[config.mk]
export PLATFORM = sky130hd
export DESIGN_NAME = sorted_multiset_rank_table
export DESIGN_NICKNAME = d
export VERILOG_FILES = /design/src/rtl/core/smrt_pkg.sv /design/src/rtl/core/sorted_multiset_rank_table.sv /design/src/rtl/core/smrt_store.sv /design/src/rtl/core/smrt_alu.sv /design/src/rtl/core/smrt_ctrl.sv
export SDC_FILE = /design/constraint.sdc
export NUM_CORES = 1
export LEC_CHECK = 0
export BUFFER_PORTS_ARGS = -buffer_cell sky130_fd_sc_hd__buf_2
export CAP_MARGIN = 0
export CELL_PAD_IN_SITES_DETAIL_PLACEMENT = 0
export CELL_PAD_IN_SITES_GLOBAL_PLACEMENT = 1
export CORE_UTILIZATION = 45
export DETAILED_ROUTE_END_ITERATION = 12
export HOLD_SLACK_MARGIN = 0.02
export PLACE_DENSITY_LB_ADDON = 0.1
export SLEW_MARGIN = 20
export SYNTH_ARGS = -nofsm -noshare
export SYNTH_HDL_FRONTEND = slang
export SYNTH_SLANG_ARGS = --single-unit
[constraint.sdc]
create_clock -name clk_i -period 5.2 [get_ports clk_i]
set_clock_uncertainty 0.1 [all_clocks]
set_input_delay 1.04 -clock clk_i [delete_from_list [all_inputs] [get_ports clk_i]]
set_output_delay 1.04 -clock clk_i [all_outputs]
set_load 0.005 [all_outputs]
[src/rtl/core/smrt_pkg.sv]
// Shared types and constants for the sorted multiset rank table.
// No dependencies; every other file in rtl/core but smrt_store imports this package.
package smrt_pkg;

  // Default configuration of the table
  localparam int unsigned DEF_TABLE_DEPTH = 16;
  localparam int unsigned DEF_KEY_WIDTH   = 16;
  localparam int unsigned DEF_COUNT_WIDTH = 16;

  // Fixed field widths of the transfer payloads
  localparam int unsigned IN_KEY_W     = 16;
  localparam int unsigned OUT_COUNT_W  = 16;
  localparam int unsigned OUT_RANK_W   = 20;
  localparam int unsigned OUT_DIST_W   = 5;

  localparam logic [OUT_COUNT_W-1:0] OUT_COUNT_MAX = '1;
  localparam logic [OUT_RANK_W-1:0]  OUT_RANK_MAX  = '1;
  localparam logic [OUT_DIST_W-1:0]  OUT_DIST_MAX  = '1;

  // Opcodes; the unused code behaves as a query
  localparam logic [1:0] OP_INSERT = 2'd0;
  localparam logic [1:0] OP_DELETE = 2'd1;
  localparam logic [1:0] OP_QUERY  = 2'd2;

  // Result status codes
  localparam logic [1:0] ST_OK     = 2'd0;
  localparam logic [1:0] ST_FULL   = 2'd1;
  localparam logic [1:0] ST_ABSENT = 2'd2;
  localparam logic [1:0] ST_SAT    = 2'd3;

  typedef struct packed {
    logic [1:0]                 opcode;
    logic signed [IN_KEY_W-1:0] key;
  } in_item_t;

  typedef struct packed {
    logic [OUT_COUNT_W-1:0] count;
    logic [OUT_RANK_W-1:0]  rank;
    logic [OUT_DIST_W-1:0]  distinct_entries;
    logic [1:0]             status;
  } out_item_t;

endpackage

[src/rtl/core/sorted_multiset_rank_table.sv]
// Top level of the sorted multiset rank table: sequencer, store, output register.
// Depends on smrt_pkg, smrt_store, smrt_ctrl (and smrt_alu below it).
//
//   channel | direction | handshake               | payload
//   --------+-----------+-------------------------+-------------------------
//   in      | sink      | in_valid_i / in_stall_o   | in_data_i  (in_item_t)
//   out     | source    | out_valid_o / out_stall_i | out_data_o (out_item_t)
//
// One item at a time: the item is taken, then the scan reads each stored entry
// up to the first key not below it, then for a new key or a removed entry the
// entries beyond it are moved one place, then the result is handed over.
// The single read port of the entry store paces the scan and the moves.
// Reset empties the table at once; no clearing pass is run.
// A stalled result waits in the output register while the next item is taken.
module sorted_multiset_rank_table #(
  parameter int unsigned TABLE_DEPTH = smrt_pkg::DEF_TABLE_DEPTH,
  parameter int unsigned KEY_WIDTH   = smrt_pkg::DEF_KEY_WIDTH,
  parameter int unsigned COUNT_WIDTH = smrt_pkg::DEF_COUNT_WIDTH
) (
  input  logic                clk_i,
  input  logic                rst_ni,
  input  logic                in_valid_i,
  output logic                in_stall_o,
  input  smrt_pkg::in_item_t  in_data_i,
  output logic                out_valid_o,
  input  logic                out_stall_i,
  output smrt_pkg::out_item_t out_data_o
);
  import smrt_pkg::*;

  localparam int unsigned AW = $clog2(TABLE_DEPTH);

  logic                   in_ready;
  logic                   res_valid, res_ready;
  out_item_t              res;
  logic                   mem_we, mem_re;
  logic [AW-1:0]          mem_waddr, mem_raddr;
  logic [KEY_WIDTH-1:0]   mem_wkey, mem_rkey;
  logic [COUNT_WIDTH-1:0] mem_wcnt, mem_rcnt;
  logic                   out_valid_q;
  out_item_t              out_data_q;

  smrt_store #(
    .TABLE_DEPTH (TABLE_DEPTH),
    .KEY_WIDTH   (KEY_WIDTH),
    .COUNT_WIDTH (COUNT_WIDTH)
  ) u_store (
    .clk_i   (clk_i),
    .we_i    (mem_we),
    .waddr_i (mem_waddr),
    .wkey_i  (mem_wkey),
    .wcnt_i  (mem_wcnt),
    .re_i    (mem_re),
    .raddr_i (mem_raddr),
    .rkey_o  (mem_rkey),
    .rcnt_o  (mem_rcnt)
  );

  smrt_ctrl #(
    .TABLE_DEPTH (TABLE_DEPTH),
    .KEY_WIDTH   (KEY_WIDTH),
    .COUNT_WIDTH (COUNT_WIDTH)
  ) u_ctrl (
    .clk_i       (clk_i),
    .rst_ni      (rst_ni),
    .in_valid_i  (in_valid_i),
    .in_ready_o  (in_ready),
    .in_data_i   (in_data_i),
    .res_valid_o (res_valid),
    .res_ready_i (res_ready),
    .res_o       (res),
    .mem_we_o    (mem_we),
    .mem_waddr_o (mem_waddr),
    .mem_wkey_o  (mem_wkey),
    .mem_wcnt_o  (mem_wcnt),
    .mem_re_o    (mem_re),
    .mem_raddr_o (mem_raddr),
    .mem_rkey_i  (mem_rkey),
    .mem_rcnt_i  (mem_rcnt)
  );

  assign in_stall_o = !in_ready;

  // Output register takes a result when empty or being drained
  assign res_ready = !out_valid_q || !out_stall_i;

  always_ff @(posedge clk_i or negedge rst_ni) begin
    if (!rst_ni) begin
      out_valid_q <= 1'b0;
    end else if (res_ready) begin
      out_valid_q <= res_valid;
    end
  end

  always_ff @(posedge clk_i) begin
    if (res_valid && res_ready) begin
      out_data_q <= res;
    end
  end

  assign out_valid_o = out_valid_q;
  assign out_data_o  = out_data_q;

endmodule

[src/rtl/core/smrt_store.sv]
// Entry store: key and count memories, one write and one registered read port.
// Depends on nothing but the clock; contents are undefined until written.
module smrt_store #(
  parameter int unsigned TABLE_DEPTH = 16,
  parameter int unsigned KEY_WIDTH   = 16,
  parameter int unsigned COUNT_WIDTH = 16,
  localparam int unsigned AW = $clog2(TABLE_DEPTH)
) (
  input  logic                   clk_i,
  input  logic                   we_i,
  input  logic [AW-1:0]          waddr_i,
  input  logic [KEY_WIDTH-1:0]   wkey_i,
  input  logic [COUNT_WIDTH-1:0] wcnt_i,
  input  logic                   re_i,
  input  logic [AW-1:0]          raddr_i,
  output logic [KEY_WIDTH-1:0]   rkey_o,
  output logic [COUNT_WIDTH-1:0] rcnt_o
);

  logic [KEY_WIDTH-1:0]   key_mem [TABLE_DEPTH];
  logic [COUNT_WIDTH-1:0] cnt_mem [TABLE_DEPTH];
  logic [KEY_WIDTH-1:0]   rkey_q;
  logic [COUNT_WIDTH-1:0] rcnt_q;

  // Write one entry
  always_ff @(posedge clk_i) begin
    if (we_i) begin
      key_mem[waddr_i] <= wkey_i;
      cnt_mem[waddr_i] <= wcnt_i;
    end
  end

  // Registered read; hold the last word when no read is issued
  always_ff @(posedge clk_i) begin
    if (re_i) begin
      rkey_q <= key_mem[raddr_i];
      rcnt_q <= cnt_mem[raddr_i];
    end
  end

  assign rkey_o = rkey_q;
  assign rcnt_o = rcnt_q;

endmodule

[src/rtl/core/smrt_alu.sv]
// Shared compare and saturating-add unit used on every scan step.
// Uses smrt_pkg for the rank width and its ceiling.
module smrt_alu #(
  parameter int unsigned KEY_WIDTH   = 16,
  parameter int unsigned COUNT_WIDTH = 16
) (
  input  logic [KEY_WIDTH-1:0]              key_a_i,
  input  logic [KEY_WIDTH-1:0]              key_b_i,
  input  logic [smrt_pkg::OUT_RANK_W-1:0]   acc_i,
  input  logic [COUNT_WIDTH-1:0]            addend_i,
  output logic                              lt_o,
  output logic                              eq_o,
  output logic [smrt_pkg::OUT_RANK_W-1:0]   sum_o
);
  import smrt_pkg::*;

  localparam int unsigned SW = ((COUNT_WIDTH > OUT_RANK_W) ? COUNT_WIDTH : OUT_RANK_W) + 1;

  logic [SW-1:0] sum_full;

  // Signed key compare
  assign lt_o = $signed(key_a_i) < $signed(key_b_i);
  assign eq_o = key_a_i == key_b_i;

  // Accumulate, clamp at the rank ceiling
  assign sum_full = SW'(acc_i) + SW'(addend_i);
  assign sum_o    = (sum_full > SW'(OUT_RANK_MAX)) ? OUT_RANK_MAX : sum_full[OUT_RANK_W-1:0];

endmodule

[src/rtl/core/smrt_ctrl.sv]
// Sequencer: scans the sorted store, shifts entries and forms the result.
// Uses smrt_pkg and smrt_alu; drives the ports of smrt_store.
module smrt_ctrl #(
  parameter int unsigned TABLE_DEPTH = 16,
  parameter int unsigned KEY_WIDTH   = 16,
  parameter int unsigned COUNT_WIDTH = 16,
  localparam int unsigned AW = $clog2(TABLE_DEPTH)
) (
  input  logic                   clk_i,
  input  logic                   rst_ni,
  input  logic                   in_valid_i,
  output logic                   in_ready_o,
  input  smrt_pkg::in_item_t     in_data_i,
  output logic                   res_valid_o,
  input  logic                   res_ready_i,
  output smrt_pkg::out_item_t    res_o,
  output logic                   mem_we_o,
  output logic [AW-1:0]          mem_waddr_o,
  output logic [KEY_WIDTH-1:0]   mem_wkey_o,
  output logic [COUNT_WIDTH-1:0] mem_wcnt_o,
  output logic                   mem_re_o,
  output logic [AW-1:0]          mem_raddr_o,
  input  logic [KEY_WIDTH-1:0]   mem_rkey_i,
  input  logic [COUNT_WIDTH-1:0] mem_rcnt_i
);
  import smrt_pkg::*;

  localparam int unsigned IDX_W = $clog2(TABLE_DEPTH + 1);
  localparam int unsigned CEW   = (COUNT_WIDTH > OUT_COUNT_W) ? COUNT_WIDTH : OUT_COUNT_W;
  localparam int unsigned DW    = (IDX_W > OUT_DIST_W) ? IDX_W : OUT_DIST_W;
  localparam logic [COUNT_WIDTH-1:0] CNT_MAX = '1;
  localparam logic [COUNT_WIDTH-1:0] CNT_ONE = COUNT_WIDTH'(1);

  typedef enum logic [4:0] {
    S_IDLE = 5'b00001,
    S_SCAN = 5'b00010,
    S_UP   = 5'b00100,
    S_DN   = 5'b01000,
    S_DONE = 5'b10000
  } state_e;

  state_e                  state_q, state_d;
  logic [1:0]              op_q;
  logic [KEY_WIDTH-1:0]    key_q;
  logic [IDX_W-1:0]        idx_q, idx_d;
  logic                    pend_q, pend_d;
  logic [IDX_W-1:0]        pos_q, pos_d;
  logic [IDX_W-1:0]        used_q, used_d;
  logic [OUT_RANK_W-1:0]   sum_q, sum_d;
  logic [COUNT_WIDTH-1:0]  rcnt_q, rcnt_d;
  logic                    hit_q, hit_d;
  logic [1:0]              status_q, status_d;

  logic                    take;
  logic                    alu_lt, alu_eq;
  logic [OUT_RANK_W-1:0]   alu_sum;
  logic [IDX_W-1:0]        idx_inc, idx_dec, idx_dec2, pos_inc;
  logic                    stop_hit, stop_end, found;
  logic [IDX_W-1:0]        s_pos;
  logic [CEW-1:0]          cnt_ext;
  logic [DW-1:0]           used_ext;

  smrt_alu #(
    .KEY_WIDTH   (KEY_WIDTH),
    .COUNT_WIDTH (COUNT_WIDTH)
  ) u_alu (
    .key_a_i  (mem_rkey_i),
    .key_b_i  (key_q),
    .acc_i    (sum_q),
    .addend_i (mem_rcnt_i),
    .lt_o     (alu_lt),
    .eq_o     (alu_eq),
    .sum_o    (alu_sum)
  );

  assign in_ready_o = (state_q == S_IDLE);
  assign take       = in_valid_i && in_ready_o;

  assign idx_inc  = idx_q + IDX_W'(1);
  assign idx_dec  = idx_q - IDX_W'(1);
  assign idx_dec2 = idx_q - IDX_W'(2);
  assign pos_inc  = s_pos + IDX_W'(1);

  // Scan stop: first entry not below the key, or end of the used range
  assign stop_hit = pend_q && !alu_lt;
  assign stop_end = !stop_hit && (idx_q == used_q);
  assign found    = stop_hit && alu_eq;
  assign s_pos    = stop_hit ? idx_dec : idx_q;

  // Next-state and datapath control
  always_comb begin
    state_d     = state_q;
    idx_d       = idx_q;
    pend_d      = pend_q;
    pos_d       = pos_q;
    used_d      = used_q;
    sum_d       = sum_q;
    rcnt_d      = rcnt_q;
    hit_d       = hit_q;
    status_d    = status_q;
    mem_we_o    = 1'b0;
    mem_waddr_o = s_pos[AW-1:0];
    mem_wkey_o  = key_q;
    mem_wcnt_o  = mem_rcnt_i;
    mem_re_o    = 1'b0;
    mem_raddr_o = idx_q[AW-1:0];
    res_valid_o = 1'b0;

    case (state_q)
      S_IDLE: begin
        if (take) begin
          idx_d    = '0;
          pend_d   = 1'b0;
          sum_d    = '0;
          status_d = ST_OK;
          hit_d    = 1'b0;
          state_d  = S_SCAN;
        end
      end

      S_SCAN: begin
        // Add in the count of a smaller key
        if (pend_q && alu_lt) begin
          sum_d = alu_sum;
        end
        if (stop_hit || stop_end) begin
          pos_d   = s_pos;
          state_d = S_DONE;
          case (op_q)
            OP_INSERT: begin
              if (found) begin
                hit_d = 1'b1;
                if (mem_rcnt_i == CNT_MAX) begin
                  status_d = ST_SAT;
                  rcnt_d   = mem_rcnt_i;
                end else begin
                  rcnt_d     = mem_rcnt_i + CNT_ONE;
                  mem_we_o   = 1'b1;
                  mem_wcnt_o = mem_rcnt_i + CNT_ONE;
                end
              end else if (used_q == IDX_W'(TABLE_DEPTH)) begin
                status_d = ST_FULL;
              end else begin
                // Open a slot: move entries up from the top
                hit_d   = 1'b1;
                rcnt_d  = CNT_ONE;
                idx_d   = used_q;
                pend_d  = 1'b0;
                state_d = S_UP;
              end
            end
            OP_DELETE: begin
              if (!found) begin
                status_d = ST_ABSENT;
              end else if (mem_rcnt_i != CNT_ONE) begin
                hit_d      = 1'b1;
                rcnt_d     = mem_rcnt_i - CNT_ONE;
                mem_we_o   = 1'b1;
                mem_wcnt_o = mem_rcnt_i - CNT_ONE;
              end else begin
                // Last occurrence: close the gap
                idx_d   = pos_inc;
                pend_d  = 1'b0;
                state_d = S_DN;
              end
            end
            default: begin
              if (found) begin
                hit_d  = 1'b1;
                rcnt_d = mem_rcnt_i;
              end else begin
                status_d = ST_ABSENT;
              end
            end
          endcase
        end else begin
          // Fetch the next entry
          mem_re_o = 1'b1;
          idx_d    = idx_inc;
          pend_d   = 1'b1;
        end
      end

      S_UP: begin
        // Write the entry fetched last cycle one place higher
        if (pend_q) begin
          mem_we_o    = 1'b1;
          mem_waddr_o = idx_inc[AW-1:0];
          mem_wkey_o  = mem_rkey_i;
          mem_wcnt_o  = mem_rcnt_i;
        end
        if (idx_q > pos_q) begin
          mem_re_o    = 1'b1;
          mem_raddr_o = idx_dec[AW-1:0];
          idx_d       = idx_dec;
          pend_d      = 1'b1;
        end else begin
          pend_d = 1'b0;
        end
        // Place the new key once the move has drained
        if (!pend_q && (idx_q == pos_q)) begin
          mem_we_o    = 1'b1;
          mem_waddr_o = pos_q[AW-1:0];
          mem_wkey_o  = key_q;
          mem_wcnt_o  = CNT_ONE;
          used_d      = used_q + IDX_W'(1);
          state_d     = S_DONE;
        end
      end

      S_DN: begin
        // Write the entry fetched last cycle one place lower
        if (pend_q) begin
          mem_we_o    = 1'b1;
          mem_waddr_o = idx_dec2[AW-1:0];
          mem_wkey_o  = mem_rkey_i;
          mem_wcnt_o  = mem_rcnt_i;
        end
        if (idx_q < used_q) begin
          mem_re_o    = 1'b1;
          mem_raddr_o = idx_q[AW-1:0];
          idx_d       = idx_inc;
          pend_d      = 1'b1;
        end else begin
          pend_d = 1'b0;
        end
        if (!pend_q && (idx_q >= used_q)) begin
          used_d  = used_q - IDX_W'(1);
          state_d = S_DONE;
        end
      end

      S_DONE: begin
        res_valid_o = 1'b1;
        if (res_ready_i) begin
          state_d = S_IDLE;
        end
      end

      default: begin
        state_d = S_IDLE;
      end
    endcase
  end

  // Control state
  always_ff @(posedge clk_i or negedge rst_ni) begin
    if (!rst_ni) begin
      state_q  <= S_IDLE;
      idx_q    <= '0;
      pend_q   <= 1'b0;
      pos_q    <= '0;
      used_q   <= '0;
      sum_q    <= '0;
      rcnt_q   <= '0;
      hit_q    <= 1'b0;
      status_q <= ST_OK;
    end else begin
      state_q  <= state_d;
      idx_q    <= idx_d;
      pend_q   <= pend_d;
      pos_q    <= pos_d;
      used_q   <= used_d;
      sum_q    <= sum_d;
      rcnt_q   <= rcnt_d;
      hit_q    <= hit_d;
      status_q <= status_d;
    end
  end

  // Capture the item on transfer
  always_ff @(posedge clk_i) begin
    if (take) begin
      op_q  <= in_data_i.opcode;
      key_q <= KEY_WIDTH'(in_data_i.key);
    end
  end

  // Result fields, clamped to the output widths
  assign cnt_ext  = hit_q ? CEW'(rcnt_q) : '0;
  assign used_ext = DW'(used_q);

  always_comb begin
    res_o.count = (cnt_ext > CEW'(OUT_COUNT_MAX)) ? OUT_COUNT_MAX : cnt_ext[OUT_COUNT_W-1:0];
    if (!hit_q) begin
      res_o.rank = '0;
    end else if (sum_q == OUT_RANK_MAX) begin
      res_o.rank = OUT_RANK_MAX;
    end else begin
      res_o.rank = sum_q + OUT_RANK_W'(1);
    end
    res_o.distinct_entries = (used_ext > DW'(OUT_DIST_MAX)) ? OUT_DIST_MAX
                                                             : used_ext[OUT_DIST_W-1:0];
    res_o.status = status_q;
  end

endmodule

== Word level (Yosys, flattened, before mapping) ==
Memory sizes are Yosys's and may differ from the RTL's. A register that Yosys moved wholly into a read port is not among the register bits.
Index checks and enable logic that the tools add are counted.

* Register bits after elaboration: 122
* Memory bits (writable): 512
* Bits of input ports: 22
* Memories: 2

* Add/sub/neg operators: 10
* Magnitude comparators: 7
* Equal/unequal tests: 36
* Mux-type cells: 94
* Reduce and logical (&&, ||, !) cells: 30

{| class="wikitable"
|+ Memories
! memory !! depth !! width !! rd ports !! clocked after memory_dff !! write ports !! RTL line !! RTL
|-
| u_store.cnt_mem || 16 || 16 || 1 || 1 || 1 || smrt_store.sv:21 || <nowiki>logic [COUNT_WIDTH-1:0] cnt_mem [TABLE_DEPTH];</nowiki>
|-
| u_store.key_mem || 16 || 16 || 1 || 1 || 1 || smrt_store.sv:20 || <nowiki>logic [KEY_WIDTH-1:0] key_mem [TABLE_DEPTH];</nowiki>
|}

{| class="wikitable"
|+ Operators with widths
! cell !! number
|-
| $mux W16 || 14
|-
| $pmux W16 S2 || 4
|-
| $mux W5 || 20
|-
| $mux W20 || 4
|-
| $pmux W20 S2 || 1
|-
| $pmux W5 S2 || 3
|-
| $mux W1 || 25
|-
| $pmux W5 S5 || 1
|-
| $add A20 B16 Y21 || 1
|-
| $gt A21 B20 Y1 const B || 1
|-
| $add A20 B1 Y20 const B || 1
|-
| $eq A20 B20 Y1 const B || 1
|-
| $mux W4 || 5
|-
| $ne A2 B1 Y1 const B || 10
|-
| $pmux W5 S4 || 1
|-
| $add A16 B1 Y16 const B || 1
|-
| $eq A16 B16 Y1 || 1
|-
| $eq A16 B16 Y1 const B || 1
|-
| $gt A16 B16 Y1 const B || 1
|-
| $lt A16 B16 Y1 || 1
|-
| $ne A16 B1 Y1 const B || 1
|-
| $ne A4 B4 Y1 const B || 4
|-
| $sub A16 B1 Y16 const B || 1
|-
| $add A5 B1 Y5 const B || 3
|-
| other kinds (36) || 71
|}

== Longest topological paths before layout ==
* Depth after elaboration: 10
* Depth in mapped cells: 16
* Mapped depth without buffers: 16

== Hierarchy ==
From an unflattened synthesis, not the netlist that was laid out.

* Cell total of the unflattened synthesis: 1943
* Area total of the unflattened synthesis: 29573.4 um^2

{| class="wikitable"
|+ Modules (own cells, without submodules)
! module !! times used !! cells each !! area an instance (um^2)
|-
| smrt_store || 1 || 838 || 20156.8
|-
| smrt_ctrl || 1 || 851 || 6601.3
|-
| smrt_alu || 1 || 206 || 1472.7
|-
| sorted_multiset_rank_table || 1 || 48 || 1342.5
|}

== Worst setup path before layout ==
Ideal clock, no wire load.

* Path kind: register -> register
* Start: reg u_store.rkey_q[15] (netlist: u_store.rkey_o[15]) (read register of u_store.key_mem)
* End: mem u_store.cnt_mem[0][0], enable pin
* Library setup time: 0.425 ns
* Arrival time: 4.201 ns
* Setup slack: 0.475 ns
* Stages on the path, launching flop included: 11
* Path buffers: 0
* Period minus slack after synthesis: 4.725 ns
* Cell sequence: edfxtp_1 -> ha_1 -> nand4_2 -> o22ai_1 -> or4_1 -> o31ai_2 -> nor2_1 -> xnor2_1 -> o21ai_1 -> or3b_1 -> nor2b_1

* Longest elaborated chain between the ends: 10
* Elaborated cells on any way between the ends: 20

{| class="wikitable"
|+ Ends and longest elaborated chain
! item !! RTL line !! RTL
|-
| start, declared || smrt_store.sv:22 || <nowiki>logic [KEY_WIDTH-1:0] rkey_q;</nowiki>
|-
| $lt A16 B16 Y1 || smrt_alu.sv:22 || <nowiki>assign lt_o = $signed(key_a_i) < $signed(key_b_i);</nowiki>
|-
| $logic_not A1 Y1 || smrt_ctrl.sv:85 || <nowiki>assign stop_hit = pend_q && !alu_lt;</nowiki>
|-
| $logic_and A1 B1 Y1 || smrt_ctrl.sv:85 ||
|-
| $logic_and A1 B1 Y1 / $logic_not A1 Y1 (equally long branches) || smrt_ctrl.sv:87, smrt_ctrl.sv:86 ||
|-
| $mux W1 (tied with other cells) || smrt_ctrl.sv:153 || <nowiki>if (!found) begin</nowiki>
|-
| $pmux W1 S2 / $logic_or A1 B1 Y1 (equally long branches) || smrt_ctrl.sv:129, smrt_ctrl.sv:126 ||
|-
| $mux W1 || smrt_ctrl.sv:126 || <nowiki>if (stop_hit || stop_end) begin</nowiki>
|-
| $pmux W1 S3 || smrt_ctrl.sv:109 || <nowiki>case (state_q)</nowiki>
|-
| $mux W1 || smrt_store.sv:27 || <nowiki>if (we_i) begin</nowiki>
|-
| $mux W1 (not written as such) || smrt_store.sv:29 || <nowiki>cnt_mem[waddr_i] <= wcnt_i;</nowiki>
|-
| end, declared || smrt_store.sv:21 ||
|}

Parallel ways exist; a longest one is shown, timed or not.

== Worst setup path in the final report ==
* Start: reg u_store.rkey_q[15] (netlist: u_store.rkey_o[15]) (read register of u_store.key_mem)
* End: mem u_store.cnt_mem[8][9], enable pin

Same word-level chain as after synthesis.

==> impl_metrics.json <==
{
  "status": "complete, no violations",
  "ys_seq_elements": 666,
  "cts_setup_buffers": 0,
  "dieArea_um2": 66200,
  "port_buffers": 66,
  "rsz0062_at_grt": "no",
  "cts_resized": 0,
  "period_needed_ps": 4570,
  "ctsHoldBuffers": 0,
  "arrival_ps": 4780,
  "avgViaCountPerCell": 5.82,
  "hpwl_um": 49700,
  "drt-wirelength-per-cell_um": 24.3,
  "drive_gt1_frac": 0.173,
  "worst_slack_ps": 628,
  "drt_first_iter_violations": 1534,
  "final_common_cell": "edfxtp_1",
  "ir_drop_uv": 348,
  "multi_input_area_um2": 9250,
  "clkLatencyLatePin_ps": 610,
  "grt_overflow": 0,
  "syn_area_per_cell_um2": 13.9,
  "synth_cells": 2106,
  "area_growth_pct": 15.6,
  "ant_nets": 0,
  "routed_wl_um": 76100,
  "yosysSeqAreaShare": 0.671,
  "tns_ps": 0,
  "dr.pass1.iters": 5,
  "gr-usage-all-layers": 0.231,
  "setup_viol": 0,
  "start_util": 0.455,
  "place.gp.congestion": 0.879,
  "path_max_fanout": 18,
  "regArea_um2": 19700,
  "ios": 67,
  "p_leak_uw": 0.0120,
  "tightest_slew_ps": 1140,
  "path_buf_inv": 1,
  "fp.dieH_um": 257,
  "grt_pass1_vias": 17800,
  "yosys-top-cells-area": "edfxtp_1 62%, dfrtp_1 5.1%, mux4_2 4.9%",
  "syn_area_um2": 29300,
  "relSlewSlack": 0.243,
  "critPathTopFamily": "simple AND/OR/NAND/NOR gates",
  "num_rows": 93,
  "vias": 18300,
  "end_kind": "flop",
  "yosysWarnings": 0,
  "critPathLaunchType": "flop",
  "grt_antenna_before_repair": 2,
  "cts.path.max_buffers": 3,
  "syn-num-nets": 2185,
  "required_ps": 5400,
  "synth_top_area_frac": 0.619,
  "grt_max_degree": 97,
  "cts_made_buffers": 72,
  "clockRootBuffer": "clkbuf_16",
  "final_cell_mix": "605 x edfxtp_1, 306 x nand2_1, 87 x o21ai_0",
  "final_core_util": 0.526,
  "dp_slack_ps": 393,
  "powerDensity_nw_per_um2": 501,
  "crit_slowest_cell": "or3b_1",
  "core_um2": 64500,
  "hp-class": "in -> async",
  "n_fill_cell": 5443,
  "synth-main-ff-cell": "edfxtp_1",
  "die_width_um": 257,
  "cts_num_sinks": 666,
  "finalMaxSlewViolations": 0,
  "slowest_delay_ps": 590,
  "drv_cap": 0,
  "synthArstFlopShare": 0.0916,
  "grt_pass1_wl_um": 115000,
  "htreeDepth": 3,
  "yosys.area.top_type": "edfxtp_1",
  "drc_errors": 0,
  "netlist-cell-type-count": 79,
  "criticalPathCategory": "reg -> reg",
  "synth_edf_count": 605,
  "cts_tree": "done",
  "final_hold_viol_count": 0,
  "fin_nets": 2303,
  "cts.reportedPaths.clkPinSlew_ps": 60,
  "diodes": 0,
  "path_cells": "ha_1 > nand4_2 > nor4_4 > o21a_1 > nor3_1 > nor3_1 > o211ai_1 > o211ai_1 > or3b_1 > nor2_4 > buf_16",
  "max_freq_mhz": 219,
  "fin_crit_sh": 0.879
}
[path summary, 6_finish.rpt]
path	slack [ps]	start	depth (start not counted)	endpoint
min in group clk_i	350	u_ctrl.status_q[1]	0	out_data_o[1]
setup / recovery	630	u_store.rkey_o[15]	11	u_store.cnt_mem[8][9]
hold / removal	290	rst_ni	1	u_ctrl.idx_q[1]
max in group asynchronous	3750	rst_ni	2	u_ctrl.sum_q[13]
hold reg to reg	350	u_ctrl.status_q[1]	0	out_data_o[1]
setup reg to reg	630	u_store.rkey_o[15]	11	u_store.cnt_mem[8][9]
[flip-flops by register name, indices dropped and copies added, names as in the netlist, 5 cells and up]
register and cells:
out_data_o 43, u_ctrl.idx_q 5, u_ctrl.key_q 16, u_ctrl.pos_q 5, u_ctrl.rcnt_q 16, u_ctrl.state_q 5, u_ctrl.sum_q 20, u_ctrl.used_ext 5
u_store.cnt_mem 256, u_store.key_mem 256, u_store.rcnt_o 16, u_store.rkey_o 16
[stage by stage]
step | cells | power, µW | hold slack [ps] | cell area, µm²
2_1_floorplan | 2106 | 10300 | 325 | 29300
3_3_place_gp | 3000 | 12100 | 346 | 31500
3_5_place_dp | 3002 | 12200 | 346 | 31600
6_report | 3136 | 17000 | 289 | 33900
4_1_cts | 3133 | 17100 | 275 | 33800
5_1_grt | 3136 | 17800 | 306 | 33900
[metal layers]
layer,wire length (µm),track usage,vias to the layer above
met1,35200,0.339,9315
met4,1270,0.0560,0
met2,35500,0.363,514
met5,0,0,-
met3,4010,0.0350,97
li1,-,-,8325
[logic make-up (layout without fill, tap and decap cells)]
kind of cell	Yosys count	after routing	synth area share
and+or+nand+nor	637	637	0.100
adders and majority gates	57	57	0.0248
DFF	666	666	0.671
xor gates and xnor gates	57	57	0.0175
muxes	129	129	0.0724
AOI/OAI and AO/OA	388	388	0.0913
buffers and inverters	172	347	0.0226
[cell usage after synthesis (all sizes together) (26+ instances only)]
| cell type | n |
|---|---|
| and3 | 46 |
| a21oi | 67 |
| mux4 | 64 |
| a221o | 34 |
| a32oi | 33 |
| mux2i | 39 |
| mux2 | 26 |
| nor3 | 33 |
| ha | 55 |
| clkbuf | 95 |
| nand2 | 306 |
| edfxtp | 605 |
| dfrtp | 60 |
| xnor2 | 34 |
| inv | 57 |
| nand3 | 60 |
| o21ai | 91 |
| a31oi | 41 |
| nor2 | 97 |
[layout make-up]
class / instances / area share
clock inverters: 37 / 0.00918
inverters: 57 / 0.00631
multi-input cells: 1268 / 0.273
well taps: 855 / 0.0315
clock buffers: 94 / 0.0574
flip-flops and latches: 666 / 0.581
repair buffers: 159 / 0.0424
[where the power goes]
part	total (µW)	switching, µW	internal, µW
Sequential	6770	289	6490
Combinational	5280	3280	2000
Clock	4920	2040	2890
Total	17000	5610	11400
Power figures use the tool's default switching activity.
